==> src/rtl/core/sie_pkg.sv <==
// ----------------------------------------------------------------------------
// sie_pkg
// Shared types, widths and codes of the sample interval estimator.
// ----------------------------------------------------------------------------
package sie_pkg;

  // Table and field sizes
  localparam int NumBins = 15;
  localparam int BinIdxW = $clog2(NumBins);
  localparam int TimeW   = 48;
  localparam int CntW    = 32;
  localparam int TolW    = 20;

  // Divider sizes: numerator 2*span+interval, denominator 2*interval
  localparam int DivNumW = TimeW + 2;
  localparam int DivDenW = CntW + 1;
  localparam int DivCntW = $clog2(DivNumW);

  // Input action codes
  localparam logic [1:0] ActEpoch  = 2'd0;
  localparam logic [1:0] ActReport = 2'd1;
  localparam logic [1:0] ActClear  = 2'd2;

  // Configuration register indexes
  localparam logic [1:0] RegWinBegin  = 2'd0;
  localparam logic [1:0] RegWinEnd    = 2'd1;
  localparam logic [1:0] RegTolerance = 2'd2;

  // Result status codes
  localparam logic [2:0] StCounted    = 3'd0;
  localparam logic [2:0] StBefore     = 3'd1;
  localparam logic [2:0] StStopped    = 3'd2;
  localparam logic [2:0] StHeader     = 3'd3;
  localparam logic [2:0] StOutOfOrder = 3'd4;
  localparam logic [2:0] StReport     = 3'd5;
  localparam logic [2:0] StCleared    = 3'd6;

  // Result payload, first field in the highest bits
  typedef struct packed {
    logic [TimeW-1:0] possible_epochs;
    logic [TimeW-1:0] last_time;
    logic [TimeW-1:0] first_time;
    logic [CntW-1:0]  header_block_count;
    logic [CntW-1:0]  epoch_count;
    logic [CntW-1:0]  interval;
  } res_data_t;

  typedef struct packed {
    logic       interval_valid;
    logic [2:0] status;
  } res_user_t;

  // Divider status towards the sequencer
  typedef struct packed {
    logic busy;
    logic done;
  } div_stat_t;

  // Saturating increment of a count
  function automatic logic [CntW-1:0] sat_inc(input logic [CntW-1:0] v);
    return (&v) ? v : v + CntW'(1);
  endfunction

endpackage

==> src/rtl/core/sie_div.sv <==
// ----------------------------------------------------------------------------
// sie_div
// Restoring divider, one quotient bit per cycle.
// ----------------------------------------------------------------------------
module sie_div (
  input  logic                        clk_i,
  input  logic                        rst_ni,
  input  logic                        start_i,
  input  logic [sie_pkg::DivNumW-1:0] numer_i,
  input  logic [sie_pkg::DivDenW-1:0] denom_i,
  output logic [sie_pkg::DivNumW-1:0] quot_o,
  output sie_pkg::div_stat_t          stat_o
);

  logic                        busy_q, busy_d;
  logic                        done_q, done_d;
  logic [sie_pkg::DivCntW-1:0] cnt_q, cnt_d;
  logic [sie_pkg::DivDenW-1:0] rem_q, rem_d;
  logic [sie_pkg::DivDenW-1:0] den_q, den_d;
  logic [sie_pkg::DivNumW-1:0] quot_q, quot_d;
  logic [sie_pkg::DivDenW:0]   trial;
  logic                        fits;

  // Shift the next numerator bit into the partial remainder
  assign trial = {rem_q, quot_q[sie_pkg::DivNumW-1]};
  assign fits  = trial >= {1'b0, den_q};

  always_comb begin
    busy_d = busy_q;
    done_d = 1'b0;
    cnt_d  = cnt_q;
    rem_d  = rem_q;
    den_d  = den_q;
    quot_d = quot_q;
    if (start_i) begin
      busy_d = 1'b1;
      cnt_d  = sie_pkg::DivCntW'(sie_pkg::DivNumW - 1);
      rem_d  = '0;
      den_d  = denom_i;
      quot_d = numer_i;
    end else if (busy_q) begin
      rem_d  = fits ? sie_pkg::DivDenW'(trial - {1'b0, den_q})
                    : trial[sie_pkg::DivDenW-1:0];
      quot_d = {quot_q[sie_pkg::DivNumW-2:0], fits};
      cnt_d  = cnt_q - sie_pkg::DivCntW'(1);
      if (cnt_q == '0) begin
        busy_d = 1'b0;
        done_d = 1'b1;
      end
    end
  end

  always_ff @(posedge clk_i or negedge rst_ni) begin
    if (!rst_ni) begin
      busy_q <= 1'b0;
      done_q <= 1'b0;
      cnt_q  <= '0;
    end else begin
      busy_q <= busy_d;
      done_q <= done_d;
      cnt_q  <= cnt_d;
    end
  end

  // Datapath holds no reset
  always_ff @(posedge clk_i) begin
    rem_q  <= rem_d;
    den_q  <= den_d;
    quot_q <= quot_d;
  end

  assign quot_o      = quot_q;
  assign stat_o.busy = busy_q;
  assign stat_o.done = done_q;

endmodule

==> src/rtl/core/sample_interval_estimator.sv <==
// An epoch item may walk the bins for a matching or an empty bin, and then walk them
//   again for the least-count bin to replace; a clear or dropped item walks no bins.
// A report walks the bins for the most frequent one, then, unless the table is empty, runs
//   the one-bit-per-cycle divider for the possible epoch count.
// One item is in work at a time; s_axis_tready is high only while idle.
// Reset (rst_ni low, asynchronous) empties bins, counts and times, and loads defaults.
// ----------------------------------------------------------------------------
// sample_interval_estimator
// Dominant interval finder over a stream of epoch time stamps, with a
// small table of interval bins walked by a sequencer.
// ----------------------------------------------------------------------------
module sample_interval_estimator (
  input  logic                      clk_i,
  input  logic                      rst_ni,
  // Configuration writes
  input  logic                      cfg_we_i,
  input  logic [1:0]                cfg_idx_i,
  input  logic [sie_pkg::TimeW-1:0] cfg_wdata_i,
  // Input stream
  input  logic                      s_axis_tvalid,
  output logic                      s_axis_tready,
  input  logic [47:0]               s_axis_tdata,  // epoch_time[47:0]
  input  logic [4:0]                s_axis_tuser,  // action[1:0], epoch_flag[4:2]
  // Result stream
  output logic                      m_axis_tvalid,
  input  logic                      m_axis_tready,
  // interval[31:0], epoch_count[63:32], header_block_count[95:64],
  // first_time[143:96], last_time[191:144], possible_epochs[239:192]
  output logic [239:0]              m_axis_tdata,
  output logic [3:0]                m_axis_tuser   // status[2:0], interval_valid[3]
);

  localparam int TW = sie_pkg::TimeW;
  localparam int CW = sie_pkg::CntW;
  localparam int IW = sie_pkg::BinIdxW;
  localparam logic [IW-1:0] LastIdx = IW'(sie_pkg::NumBins - 1);

  typedef enum logic [7:0] {
    S_IDLE  = 8'b0000_0001,
    S_EVAL  = 8'b0000_0010,
    S_SCAN  = 8'b0000_0100,
    S_MIN   = 8'b0000_1000,
    S_RMAX  = 8'b0001_0000,
    S_RSPAN = 8'b0010_0000,
    S_RDIV  = 8'b0100_0000,
    S_DONE  = 8'b1000_0000
  } state_e;

  state_e state_q, state_d;

  // Configuration registers
  logic [TW-1:0]               win_begin_q, win_end_q;
  logic [sie_pkg::TolW-1:0]    tol_q;

  // Tracking state
  logic [TW-1:0] prev_time_q, prev_time_d;
  logic          have_prev_q, have_prev_d;
  logic [TW-1:0] first_time_q, first_time_d;
  logic          have_first_q, have_first_d;
  logic [TW-1:0] last_time_q, last_time_d;
  logic [CW-1:0] counted_q, counted_d;
  logic [CW-1:0] headers_q, headers_d;
  logic          stopped_q, stopped_d;

  // Bin table
  logic [CW-1:0] bin_interval_q [sie_pkg::NumBins];
  logic [CW-1:0] bin_count_q    [sie_pkg::NumBins];
  logic          cnt_we, iv_we, clr_bins;
  logic [IW-1:0] wr_idx;
  logic [CW-1:0] cnt_wdata;

  // Captured item and walk registers
  logic [1:0]    action_q;
  logic [TW-1:0] time_q;
  logic [2:0]    flag_q;
  logic [CW-1:0] dt_q, dt_d;
  logic [IW-1:0] idx_q, idx_d;
  logic [IW-1:0] sel_q, sel_d;
  logic [TW-1:0] span_q, span_d;
  logic [CW-1:0] iv_q, iv_d;
  logic          div_go_q, div_go_d;

  // Pending result and output register
  sie_pkg::res_data_t res_data_q, res_data_d, out_data_q;
  sie_pkg::res_user_t res_user_q, res_user_d, out_user_q;
  logic               m_valid_q, m_valid_d;
  logic               out_load;

  // Divider
  logic [sie_pkg::DivNumW-1:0] div_numer;
  logic [sie_pkg::DivDenW-1:0] div_denom;
  logic [sie_pkg::DivNumW-1:0] div_quot;
  sie_pkg::div_stat_t          div_stat;
  logic [sie_pkg::DivNumW:0]   pe_sum;

  // Walk helpers
  logic [CW-1:0] cur_cnt, cur_iv, abs_diff, sel_cnt;
  logic          tol_match, min_le, max_gt;
  logic [IW-1:0] min_next, max_next;
  logic [TW-1:0] delta;

  logic s_accept;
  assign s_accept      = s_axis_tvalid && s_axis_tready;
  assign s_axis_tready = (state_q == S_IDLE);

  // Bin at the walk index against the current delta
  assign cur_cnt   = bin_count_q[idx_q];
  assign cur_iv    = bin_interval_q[idx_q];
  assign sel_cnt   = bin_count_q[sel_q];
  assign abs_diff  = (dt_q > cur_iv) ? dt_q - cur_iv : cur_iv - dt_q;
  assign tol_match = abs_diff < CW'(tol_q);
  assign min_le    = cur_cnt <= sel_cnt;
  assign min_next  = min_le ? idx_q : sel_q;
  assign max_gt    = cur_cnt > sel_cnt;
  assign max_next  = max_gt ? idx_q : sel_q;
  assign delta     = time_q - prev_time_q;

  // Divider operands: (2*span + interval) / (2*interval)
  assign div_numer = {1'b0, span_q, 1'b0} + sie_pkg::DivNumW'(iv_q);
  assign div_denom = {iv_q, 1'b0};
  assign pe_sum    = {1'b0, div_quot} + (sie_pkg::DivNumW + 1)'(1);

  // Result register takes the pending result when the slot is free
  assign out_load = (state_q == S_DONE) && (!m_valid_q || m_axis_tready);

  always_comb begin
    state_d      = state_q;
    prev_time_d  = prev_time_q;
    have_prev_d  = have_prev_q;
    first_time_d = first_time_q;
    have_first_d = have_first_q;
    last_time_d  = last_time_q;
    counted_d    = counted_q;
    headers_d    = headers_q;
    stopped_d    = stopped_q;
    dt_d         = dt_q;
    idx_d        = idx_q;
    sel_d        = sel_q;
    span_d       = span_q;
    iv_d         = iv_q;
    div_go_d     = 1'b0;
    res_data_d   = res_data_q;
    res_user_d   = res_user_q;
    cnt_we       = 1'b0;
    iv_we        = 1'b0;
    clr_bins     = 1'b0;
    wr_idx       = idx_q;
    cnt_wdata    = CW'(1);

    case (state_q)
      S_IDLE: begin
        if (s_accept) state_d = S_EVAL;
      end

      // Dispatch the captured item
      S_EVAL: begin
        res_data_d = '0;
        res_user_d = '0;
        state_d    = S_DONE;
        case (action_q)
          sie_pkg::ActEpoch: begin
            if (stopped_q) begin
              res_user_d.status = sie_pkg::StStopped;
            end else if (flag_q > 3'd1) begin
              headers_d         = sie_pkg::sat_inc(headers_q);
              res_user_d.status = sie_pkg::StHeader;
            end else begin
              last_time_d = time_q;
              if (time_q < win_begin_q) begin
                res_user_d.status = sie_pkg::StBefore;
              end else if (time_q > win_end_q) begin
                stopped_d         = 1'b1;
                res_user_d.status = sie_pkg::StStopped;
              end else begin
                if (!have_first_q) begin
                  first_time_d = time_q;
                  have_first_d = 1'b1;
                end
                counted_d         = sie_pkg::sat_inc(counted_q);
                prev_time_d       = time_q;
                have_prev_d       = 1'b1;
                res_user_d.status = sie_pkg::StCounted;
                if (have_prev_q) begin
                  if (time_q > prev_time_q) begin
                    dt_d    = (|delta[TW-1:CW]) ? '1 : delta[CW-1:0];
                    idx_d   = '0;
                    state_d = S_SCAN;
                  end else begin
                    res_user_d.status = sie_pkg::StOutOfOrder;
                  end
                end
              end
            end
          end
          sie_pkg::ActReport: begin
            res_user_d.status             = sie_pkg::StReport;
            res_data_d.epoch_count        = counted_q;
            res_data_d.header_block_count = headers_q;
            res_data_d.first_time         = first_time_q;
            res_data_d.last_time          = last_time_q;
            sel_d                         = '0;
            idx_d                         = IW'(1);
            state_d                       = S_RMAX;
          end
          sie_pkg::ActClear: begin
            clr_bins          = 1'b1;
            prev_time_d       = '0;
            have_prev_d       = 1'b0;
            first_time_d      = '0;
            have_first_d      = 1'b0;
            last_time_d       = '0;
            counted_d         = '0;
            headers_d         = '0;
            stopped_d         = 1'b0;
            res_user_d.status = sie_pkg::StCleared;
          end
          default: begin
            // Unused action: drop without a result
            state_d = S_IDLE;
          end
        endcase
      end

      // Walk for a matching or an empty bin
      S_SCAN: begin
        if (cur_cnt == '0) begin
          cnt_we  = 1'b1;
          iv_we   = 1'b1;
          state_d = S_DONE;
        end else if (tol_match) begin
          cnt_we    = 1'b1;
          cnt_wdata = sie_pkg::sat_inc(cur_cnt);
          state_d   = S_DONE;
        end else if (idx_q == LastIdx) begin
          idx_d   = IW'(1);
          sel_d   = '0;
          state_d = S_MIN;
        end else begin
          idx_d = idx_q + IW'(1);
        end
      end

      // Walk for the least-count bin, last tie wins, then replace it
      S_MIN: begin
        if (idx_q == LastIdx) begin
          wr_idx  = min_next;
          cnt_we  = 1'b1;
          iv_we   = 1'b1;
          state_d = S_DONE;
        end else begin
          sel_d = min_next;
          idx_d = idx_q + IW'(1);
        end
      end

      // Walk for the most frequent bin, first maximum wins
      S_RMAX: begin
        sel_d = max_next;
        if (idx_q == LastIdx) begin
          state_d = (bin_count_q[max_next] != '0) ? S_RSPAN : S_DONE;
        end else begin
          idx_d = idx_q + IW'(1);
        end
      end

      // Take the interval and the span, then start the divide
      S_RSPAN: begin
        iv_d                      = bin_interval_q[sel_q];
        span_d                    = (last_time_q >= first_time_q)
                                    ? last_time_q - first_time_q : '0;
        res_data_d.interval       = bin_interval_q[sel_q];
        res_user_d.interval_valid = 1'b1;
        div_go_d                  = 1'b1;
        state_d                   = S_RDIV;
      end

      // Wait for the quotient and saturate the epoch count
      S_RDIV: begin
        if (div_stat.done) begin
          res_data_d.possible_epochs = (|pe_sum[sie_pkg::DivNumW:TW])
                                       ? '1 : pe_sum[TW-1:0];
          state_d                    = S_DONE;
        end
      end

      S_DONE: begin
        if (out_load) state_d = S_IDLE;
      end

      default: begin
        state_d = S_IDLE;
      end
    endcase
  end

  // Output valid: set on load, drop once the result is taken
  always_comb begin
    m_valid_d = m_valid_q;
    if (out_load) begin
      m_valid_d = 1'b1;
    end else if (m_axis_tready) begin
      m_valid_d = 1'b0;
    end
  end

  // Control and tracking state
  always_ff @(posedge clk_i or negedge rst_ni) begin
    if (!rst_ni) begin
      state_q      <= S_IDLE;
      win_begin_q  <= '0;
      win_end_q    <= '1;
      tol_q        <= sie_pkg::TolW'(100);
      prev_time_q  <= '0;
      have_prev_q  <= 1'b0;
      first_time_q <= '0;
      have_first_q <= 1'b0;
      last_time_q  <= '0;
      counted_q    <= '0;
      headers_q    <= '0;
      stopped_q    <= 1'b0;
      idx_q        <= '0;
      sel_q        <= '0;
      div_go_q     <= 1'b0;
      m_valid_q    <= 1'b0;
    end else begin
      state_q      <= state_d;
      prev_time_q  <= prev_time_d;
      have_prev_q  <= have_prev_d;
      first_time_q <= first_time_d;
      have_first_q <= have_first_d;
      last_time_q  <= last_time_d;
      counted_q    <= counted_d;
      headers_q    <= headers_d;
      stopped_q    <= stopped_d;
      idx_q        <= idx_d;
      sel_q        <= sel_d;
      div_go_q     <= div_go_d;
      m_valid_q    <= m_valid_d;
      if (cfg_we_i) begin
        case (cfg_idx_i)
          sie_pkg::RegWinBegin:  win_begin_q <= cfg_wdata_i;
          sie_pkg::RegWinEnd:    win_end_q   <= cfg_wdata_i;
          sie_pkg::RegTolerance: tol_q       <= cfg_wdata_i[sie_pkg::TolW-1:0];
          default: ;
        endcase
      end
    end
  end

  // Bin counts: zero marks an empty bin
  always_ff @(posedge clk_i or negedge rst_ni) begin
    if (!rst_ni) begin
      for (int i = 0; i < sie_pkg::NumBins; i++) bin_count_q[i] <= '0;
    end else if (clr_bins) begin
      for (int i = 0; i < sie_pkg::NumBins; i++) bin_count_q[i] <= '0;
    end else if (cnt_we) begin
      bin_count_q[wr_idx] <= cnt_wdata;
    end
  end

  // Bin intervals are written with their count and need no reset
  always_ff @(posedge clk_i) begin
    if (iv_we) bin_interval_q[wr_idx] <= dt_q;
  end

  // Payload registers
  always_ff @(posedge clk_i) begin
    if (s_accept) begin
      action_q <= s_axis_tuser[1:0];
      flag_q   <= s_axis_tuser[4:2];
      time_q   <= s_axis_tdata;
    end
    dt_q       <= dt_d;
    span_q     <= span_d;
    iv_q       <= iv_d;
    res_data_q <= res_data_d;
    res_user_q <= res_user_d;
    if (out_load) begin
      out_data_q <= res_data_q;
      out_user_q <= res_user_q;
    end
  end

  sie_div u_div (
    .clk_i   (clk_i),
    .rst_ni  (rst_ni),
    .start_i (div_go_q),
    .numer_i (div_numer),
    .denom_i (div_denom),
    .quot_o  (div_quot),
    .stat_o  (div_stat)
  );

  assign m_axis_tvalid = m_valid_q;
  assign m_axis_tdata  = out_data_q;
  assign m_axis_tuser  = out_user_q;

endmodule

==> config.mk <==
export PLATFORM = sky130hd
export DESIGN_NAME = sample_interval_estimator
export DESIGN_NICKNAME = d
export VERILOG_FILES = /design/src/rtl/core/sie_pkg.sv /design/src/rtl/core/sie_div.sv /design/src/rtl/core/sample_interval_estimator.sv
export SDC_FILE = /design/constraint.sdc
export NUM_CORES = 2
export LEC_CHECK = 0
export BUFFER_PORTS_ARGS = -buffer_cell sky130_fd_sc_hd__clkbuf_2
export CELL_PAD_IN_SITES_DETAIL_PLACEMENT = 0
export CELL_PAD_IN_SITES_GLOBAL_PLACEMENT = 1
export CORE_UTILIZATION = 25
export CTS_CLUSTER_SIZE = 24
export DETAILED_ROUTE_END_ITERATION = 7
export GPL_TIMING_DRIVEN = 0
export PLACE_DENSITY_LB_ADDON = 0.1
export SYNTH_ARGS = -nofsm -noshare
export SYNTH_HDL_FRONTEND = slang
export SYNTH_SLANG_ARGS = --single-unit
==> constraint.sdc <==
create_clock -name clk_i -period 12.7 [get_ports clk_i]
set_clock_uncertainty 0.15 [all_clocks]
set_input_delay 0.635 -clock clk_i [delete_from_list [all_inputs] [get_ports clk_i]]
set_output_delay 0.635 -clock clk_i [all_outputs]
set_load 0.005 [all_outputs]
# == After elaboration in Yosys (flattened, before gate mapping) ==
# Memory sizes are Yosys's and may differ from the RTL's.
# Cells that the tools add are included.
# op_classes
bitwise_logic,8
n_reduce_logical,38
magnitude_cmp,15
muxes,128
n_addsub,12
n_eq_ne,40
# ops
cell,n
$mux 480,2
$mux 32,20
$mux 48,13
$bwmux 480,1
$bmux 32 s4,3
$pmux 48 s2,4
$pmux 32 s2,3
$demux 32 s4,1
$mux 8,15
$mux 50,2
$add 32x1->32 const B,3
$gt 48x48->1,2
$reduce_and 32->1,3
$sub 48x48->48,2
$mux 4,19
$gt 32x32->1,2
$pmux 8 s8,1
$sub 32x32->32,2
$add 50x1->51 const B,1
$add 49x32->50,1
$ge 48x48->1,1
$lt 48x48->1,1
$ge 34x33->1,1
$mux 33,1
55 further kinds,137
# word_totals
output_inout_bits,246
ram_bits,480
register_bits,1600
n_memories,1
# mem_list
name,depth,width,rd,rd_ports_with_merged_regs,wr,line,source
bin_interval_q,15,32,2,0,1,sample_interval_estimator.sv:66,logic [CW-1:0] bin_interval_q [sie_pkg::NumBins];

# == Longest topological paths before layout ==
# depth
depth_word,16
depth_mapped,41
mapped_depth_nobuf,29

# == Modules after synthesis ==
# Synthesis repeated with hierarchy kept, for this count alone.
# unflattened
cells_unflattened,8915
hier_area_um2,108361.4
# by_module_without_submodules
mod,n_inst,area_per_inst_um2,cells_per_inst,seq_area_each_um2
sample_interval_estimator,1,101278.4,8253,54677.4
sie_div,1,7083.0,662,3353.2

# == Worst setup path before layout ==
# No wires, ideal clock.
# synth_path
path_type,reg-to-reg
startpoint,reg state_q[4]
endpoint,"reg out_data_q (netlist bit m_axis_tdata[0]), enable pin"
arrival_ns,12.682
path_buffers,0
stages_incl_launch_ff,6
path_slack_ns,-1.063
t_required_ns,11.619
period_less_slack_ns,13.763
path_cell_list,dfrtp_1 > nor2_1 > nand2_1 > nor3_1 > nand3b_1 > a21oi_1
# synth_between
elab_chain_cells,2
# synth_rtl
element,line,source
"start, declared",sample_interval_estimator.sv:49,"state_e state_q, state_d;"
"start signal, assigned",sample_interval_estimator.sv:326,state_q <= state_d;
$eq 8x8->1,sample_interval_estimator.sv:124,assign out_load = (state_q == S_DONE) && (!m_valid_q || m_axis_tready);
$logic_and 1x1->1,sample_interval_estimator.sv:124,
"end signal, assigned",sample_interval_estimator.sv:379,out_data_q <= res_data_q;
"end, declared",sample_interval_estimator.sv:84,"sie_pkg::res_data_t res_data_q, res_data_d, out_data_q;"
# No other way between the ends.
# A chain may end at the register's enable or synchronous reset.

# == Final worst setup path ==
# layout_path
startpoint,reg idx_q[0]
endpoint,reg bin_count_q[355] (netlist bit)
# layout_between
elab_chain_cells,16
# layout_rtl
element,line,source
"start, declared",sample_interval_estimator.sv:77,"logic [IW-1:0] idx_q, idx_d;"
"start signal, assigned",sample_interval_estimator.sv:335,idx_q <= idx_d;
$not 4->5 (not written as such),sample_interval_estimator.sv:107,assign cur_cnt = bin_count_q[idx_q];
$bmux 32 s4,sample_interval_estimator.sv:107,
$mux 32 (not written as such) (2 in series),sample_interval_estimator.sv:107,
$le 32x32->1,sample_interval_estimator.sv:112,assign min_le = cur_cnt <= sel_cnt;
$mux 4,sample_interval_estimator.sv:113,assign min_next = min_le ? idx_q : sel_q;
$mux 4,sample_interval_estimator.sv:245,if (idx_q == LastIdx) begin
$mux 4,sample_interval_estimator.sv:150,case (state_q)
$not 4->5 (not written as such),sample_interval_estimator.sv:357,bin_count_q[wr_idx] <= cnt_wdata;
$ge 5x5->1 (not written as such) or $lt 5x1->1 (tied branches),sample_interval_estimator.sv:357,
$logic_and 1x1->1 (not written as such),sample_interval_estimator.sv:357,
$mux 32 (not written as such),sample_interval_estimator.sv:357,
$demux 32 s4,sample_interval_estimator.sv:357,
$bwmux 480,sample_interval_estimator.sv:357,
$mux 480,sample_interval_estimator.sv:356,end else if (cnt_we) begin
$mux 480,sample_interval_estimator.sv:354,end else if (clr_bins) begin
"end signal, assigned by index",sample_interval_estimator.sv:357,
"end, declared",sample_interval_estimator.sv:67,logic [CW-1:0] bin_count_q [sie_pkg::NumBins];
# Parallel ways exist; a longest one is shown, timed or not. The select of a mux whose other input is x is not followed.

==> run summary <==
area of the core: 432000 um^2
max frequency: 83.1 MHz
vias: 78100
Worst Path Arrival: 12680 ps
met3 Track Usage GR: 0.0322
pwr dens: 165 nW/um^2
RSZ-0062 raised after global routing: no
final WL: 460000 um
grt met1 use: 0.284
Leak: 49.3 nW
total negative slack: 0 ps
Root Driver: clkbuf_16
cell count after synthesis: 8804
syn avg cell area: 12.3 um^2
max-cap violations: 0
Layout fillers: 43900
post-layout min period: 12030 ps
worst min path class: input pin to async pin
vias per std cell: 5.03
critical path launch point type: flop
total congestion overflow: 0
initial antenna violation count: 37
Max IR drop VDD: 0.0949 mV
Post-route DRC: 0
Final Max Slew Viols: 0
Setup CP Type: flop to flop
#FFs+latches synth: 2079
Ys Warns: 0
vias in the first global route: 79300
Post-synth EDFFs: 1214
I/O Pins: 354
port bufs: 352
routability cong.: 0.922
Final Hold Vio Count: 0
Worst Path Required: 13350 ps
die height: 661 um
die area: 437000 um^2
global routing's busiest layer: met2
Reg area: 58000 um^2
met2 Use GR: 0.335
GRT Overall Usage: 0.207
CTS clk-pin slew, worst paths: 60 ps
worst-skew pair later-pin latency: 960 ps
combinational share of power: 0.249
critical path's largest stage delay: 580 ps
footprint of the multi-input gates: 46900 um^2
Max clock buf depth: 4
Slowest cell on crit path: mux4_2
clock sink count: 2079
maximum number of pins on one net before global-route repair: 101
DIE WIDTH: 661 um
final net count: 10100
Layout area overhead: 18.9%
num rows: 241
setup violators final: 0
slew margin rel.: 0.0260
Initial DRC Count: 6575
Sw Pwr: 6.99 mW
first-pass GRT wire length: 638000 um
layout cell share with drive strength beyond 1: 0.176
initial core utilization: 0.251
first-pass detailed-route iteration total: 8
Final Cycle Share: 0.947
post-route ant nets: 0
total CTS buffers: 270
Int Power: 14.3 mW
outcome: completed
Clk network pwr share: 0.367
Crit Path Max Fanout: 19
Syn Nets: 9299
H-tree depth: 5
Slew @ Worst Pin: 1460 ps
DR WL/cell: 29.6 um
TritonCTS clock tree: built
post-detail-place hpwl: 357000 um
top_reg_cell synth: edfxtp_1
Hold WS: 198 ps
register area share after synthesis: 0.534
asr flop ratio synth: 0.400
sequential power share: 0.384
library cells used by synthesis: 105
Worst Setup End Kind: flop
switching share of power: 0.329
Post-Syn Area: 109000 um^2
worst paths after layout:
kind / from / endpoint / slack, ps / depth (start not counted)
worst max-delay path: idx_q[0] / bin_count_q[355] / 670 / 38
worst min-delay path: rst_ni / win_end_q[45] / 200 / 2
worst max register to register: idx_q[0] / bin_count_q[355] / 670 / 38
worst min register to register: res_data_q[21] / m_axis_tdata[21] / 240 / 0
max in group asynchronous: rst_ni / bin_count_q[440] / 9480 / 8
min in group clk_i: res_data_q[21] / m_axis_tdata[21] / 240 / 0
registers in the layout (all words and copies together) (netlist names), 50 cells and up:
| signal | flops |
|---|---|
| bin_interval_q | 480 |
| bin_count_q | 480 |
| res_data_q | 240 |
| m_axis_tdata | 240 |
| u_div.quot_o | 50 |
layer usage:
| layer | up-vias | wire length [um] |
|---|---|---|
| met4 | 2 | 16300 |
| met5 | - | 14 |
| met3 | 591 | 24600 |
| met1 | 40600 | 206000 |
| met2 | 2299 | 213000 |
| li1 | 34600 | - |
layout make-up:
| class | instances | share of cell area |
|---|---|---|
| sequential | 2079 | 0.450 |
| antenna | 18 | 0.000349 |
| multi-input combinational | 5807 | 0.363 |
| tap | 5710 | 0.0554 |
| buffer | 472 | 0.0171 |
| inverter | 444 | 0.0130 |
| timing repair buffer | 524 | 0.0322 |
| clock inverter | 116 | 0.00981 |
| clock buffer | 369 | 0.0590 |
power groups by stage:
stage	clock network [mW]	registers (mW)	logic, mW
floorplan	0	8.13	3.33
global placement	0	8.40	5.21
detailed placement	0	8.32	5.29
CTS	8.07	8.19	5.35
global route	8.30	8.22	5.82
finish	7.82	8.17	5.29
layout by cell type, fill, tap and decap left out, types with 104 or more instances in the layout:
cell type	synthesis	routed
dlygate4sd3_1	0	104
clkbuf_2	0	374
edfxtp_1	1214	1214
clkbuf_16	0	281
xor2_1	124	124
nor4_1	142	142
mux2i_1	524	522
nand4_1	125	125
mux4_2	506	506
and2_1	193	192
a21o_1	144	144
xnor2_1	133	133
nand2_1	898	896
nor2_1	420	412
o21ai_0	515	514
inv_1	439	433
nand3_1	250	250
a21oi_1	410	406
clkbuf_1	287	328
ha_1	381	381
dfrtp_1	780	779
stage by stage:
| stage | power (mW) | worst slack [ps] | instance area (um^2) | cells | util |
|---|---|---|---|---|---|
| finish | 21.3 | 672 | 129000 | 15500 | 0.299 |
| global route | 22.3 | 122 | 129000 | 15500 | 0.299 |
| CTS | 21.6 | 16.0 | 129000 | 15500 | 0.299 |
| detailed placement | 13.6 | -2020 | 119000 | 14900 | 0.275 |
| global placement | 13.6 | -12810 | 117000 | 14900 | 0.272 |
| floorplan | 11.5 | 3910 | 109000 | 8804 | - |
synth_stat cells (all sizes together), types with 11 or more instances:
cell / n / area [um^2]
mux2i: 525 / 5270
o22ai: 15 / 93.8
nand3: 250 / 1250
nand4: 127 / 807
or3: 32 / 200
a41oi: 11 / 96.3
and2: 193 / 1210
edfxtp: 1214 / 36500
nor4: 143 / 901
nand3b: 20 / 150
nand2: 899 / 3380
mux4: 509 / 11500
a311oi: 14 / 123
dfxtp: 33 / 661
dfstp: 52 / 1370
nor3b: 37 / 464
or2: 13 / 81.3
clkbuf: 287 / 1080
o2bb2ai: 34 / 304
nor3: 93 / 480
and3: 51 / 319
mux2: 101 / 1140
a211oi: 48 / 365
a21o: 144 / 1080
nor2b: 80 / 500
a211o: 11 / 96.3
a22o: 16 / 140
o31ai: 28 / 238
dfrtp: 780 / 19500
xnor2: 133 / 1160
o211ai: 38 / 290
o21ai: 581 / 2920
and4: 23 / 204
buf: 187 / 1050
o21a: 39 / 293
a31oi: 26 / 163
ha: 381 / 4770
inv: 443 / 1660
a2111oi: 13 / 118
xor2: 124 / 1090
a21oi: 411 / 2060
nand2b: 53 / 332
o21bai: 35 / 263
nor2: 420 / 1580
a32o: 14 / 140
logic make-up (layout without fill, tap and decap cells):
family	after synthesis	count (layout)	synth area share
xor gates and xnor gates	257	257	0.0207
buffers and inverters	918	1925	0.0350
DFF	2079	2079	0.534
and+or+nand+nor	2450	2450	0.111
other	0	18	0
muxes	1135	1135	0.165
AOI/OAI and AO/OA	1578	1578	0.0895
adders and majority gates	387	387	0.0450
critical path: cells and delay by family, from the launching register on:
family / cells / cell delay, ps
multiplexers: 3 / 1050
AO/OA/AOI/OAI: 13 / 2760
buffers and inverters: 12 / 4320
XOR/XNOR: 1 / 170
AND/OR/NAND/NOR: 7 / 2330
adder cells (fa/ha/maj): 2 / 550
flip-flops: 1 / 370
timing repair:
| item | CTS | global route |
|---|---|---|
| hold buffers | 104 | 0 |
| gates resized for setup | 30 | 9 |
| setup endpoints to repair | 492 | 413 |
| pin swaps | 2 | 0 |
| endpoints found under the hold margin | 269 | 0 |
| setup buffers | 4 | 0 |
Note: power is estimated with default switching activity, not from simulation.
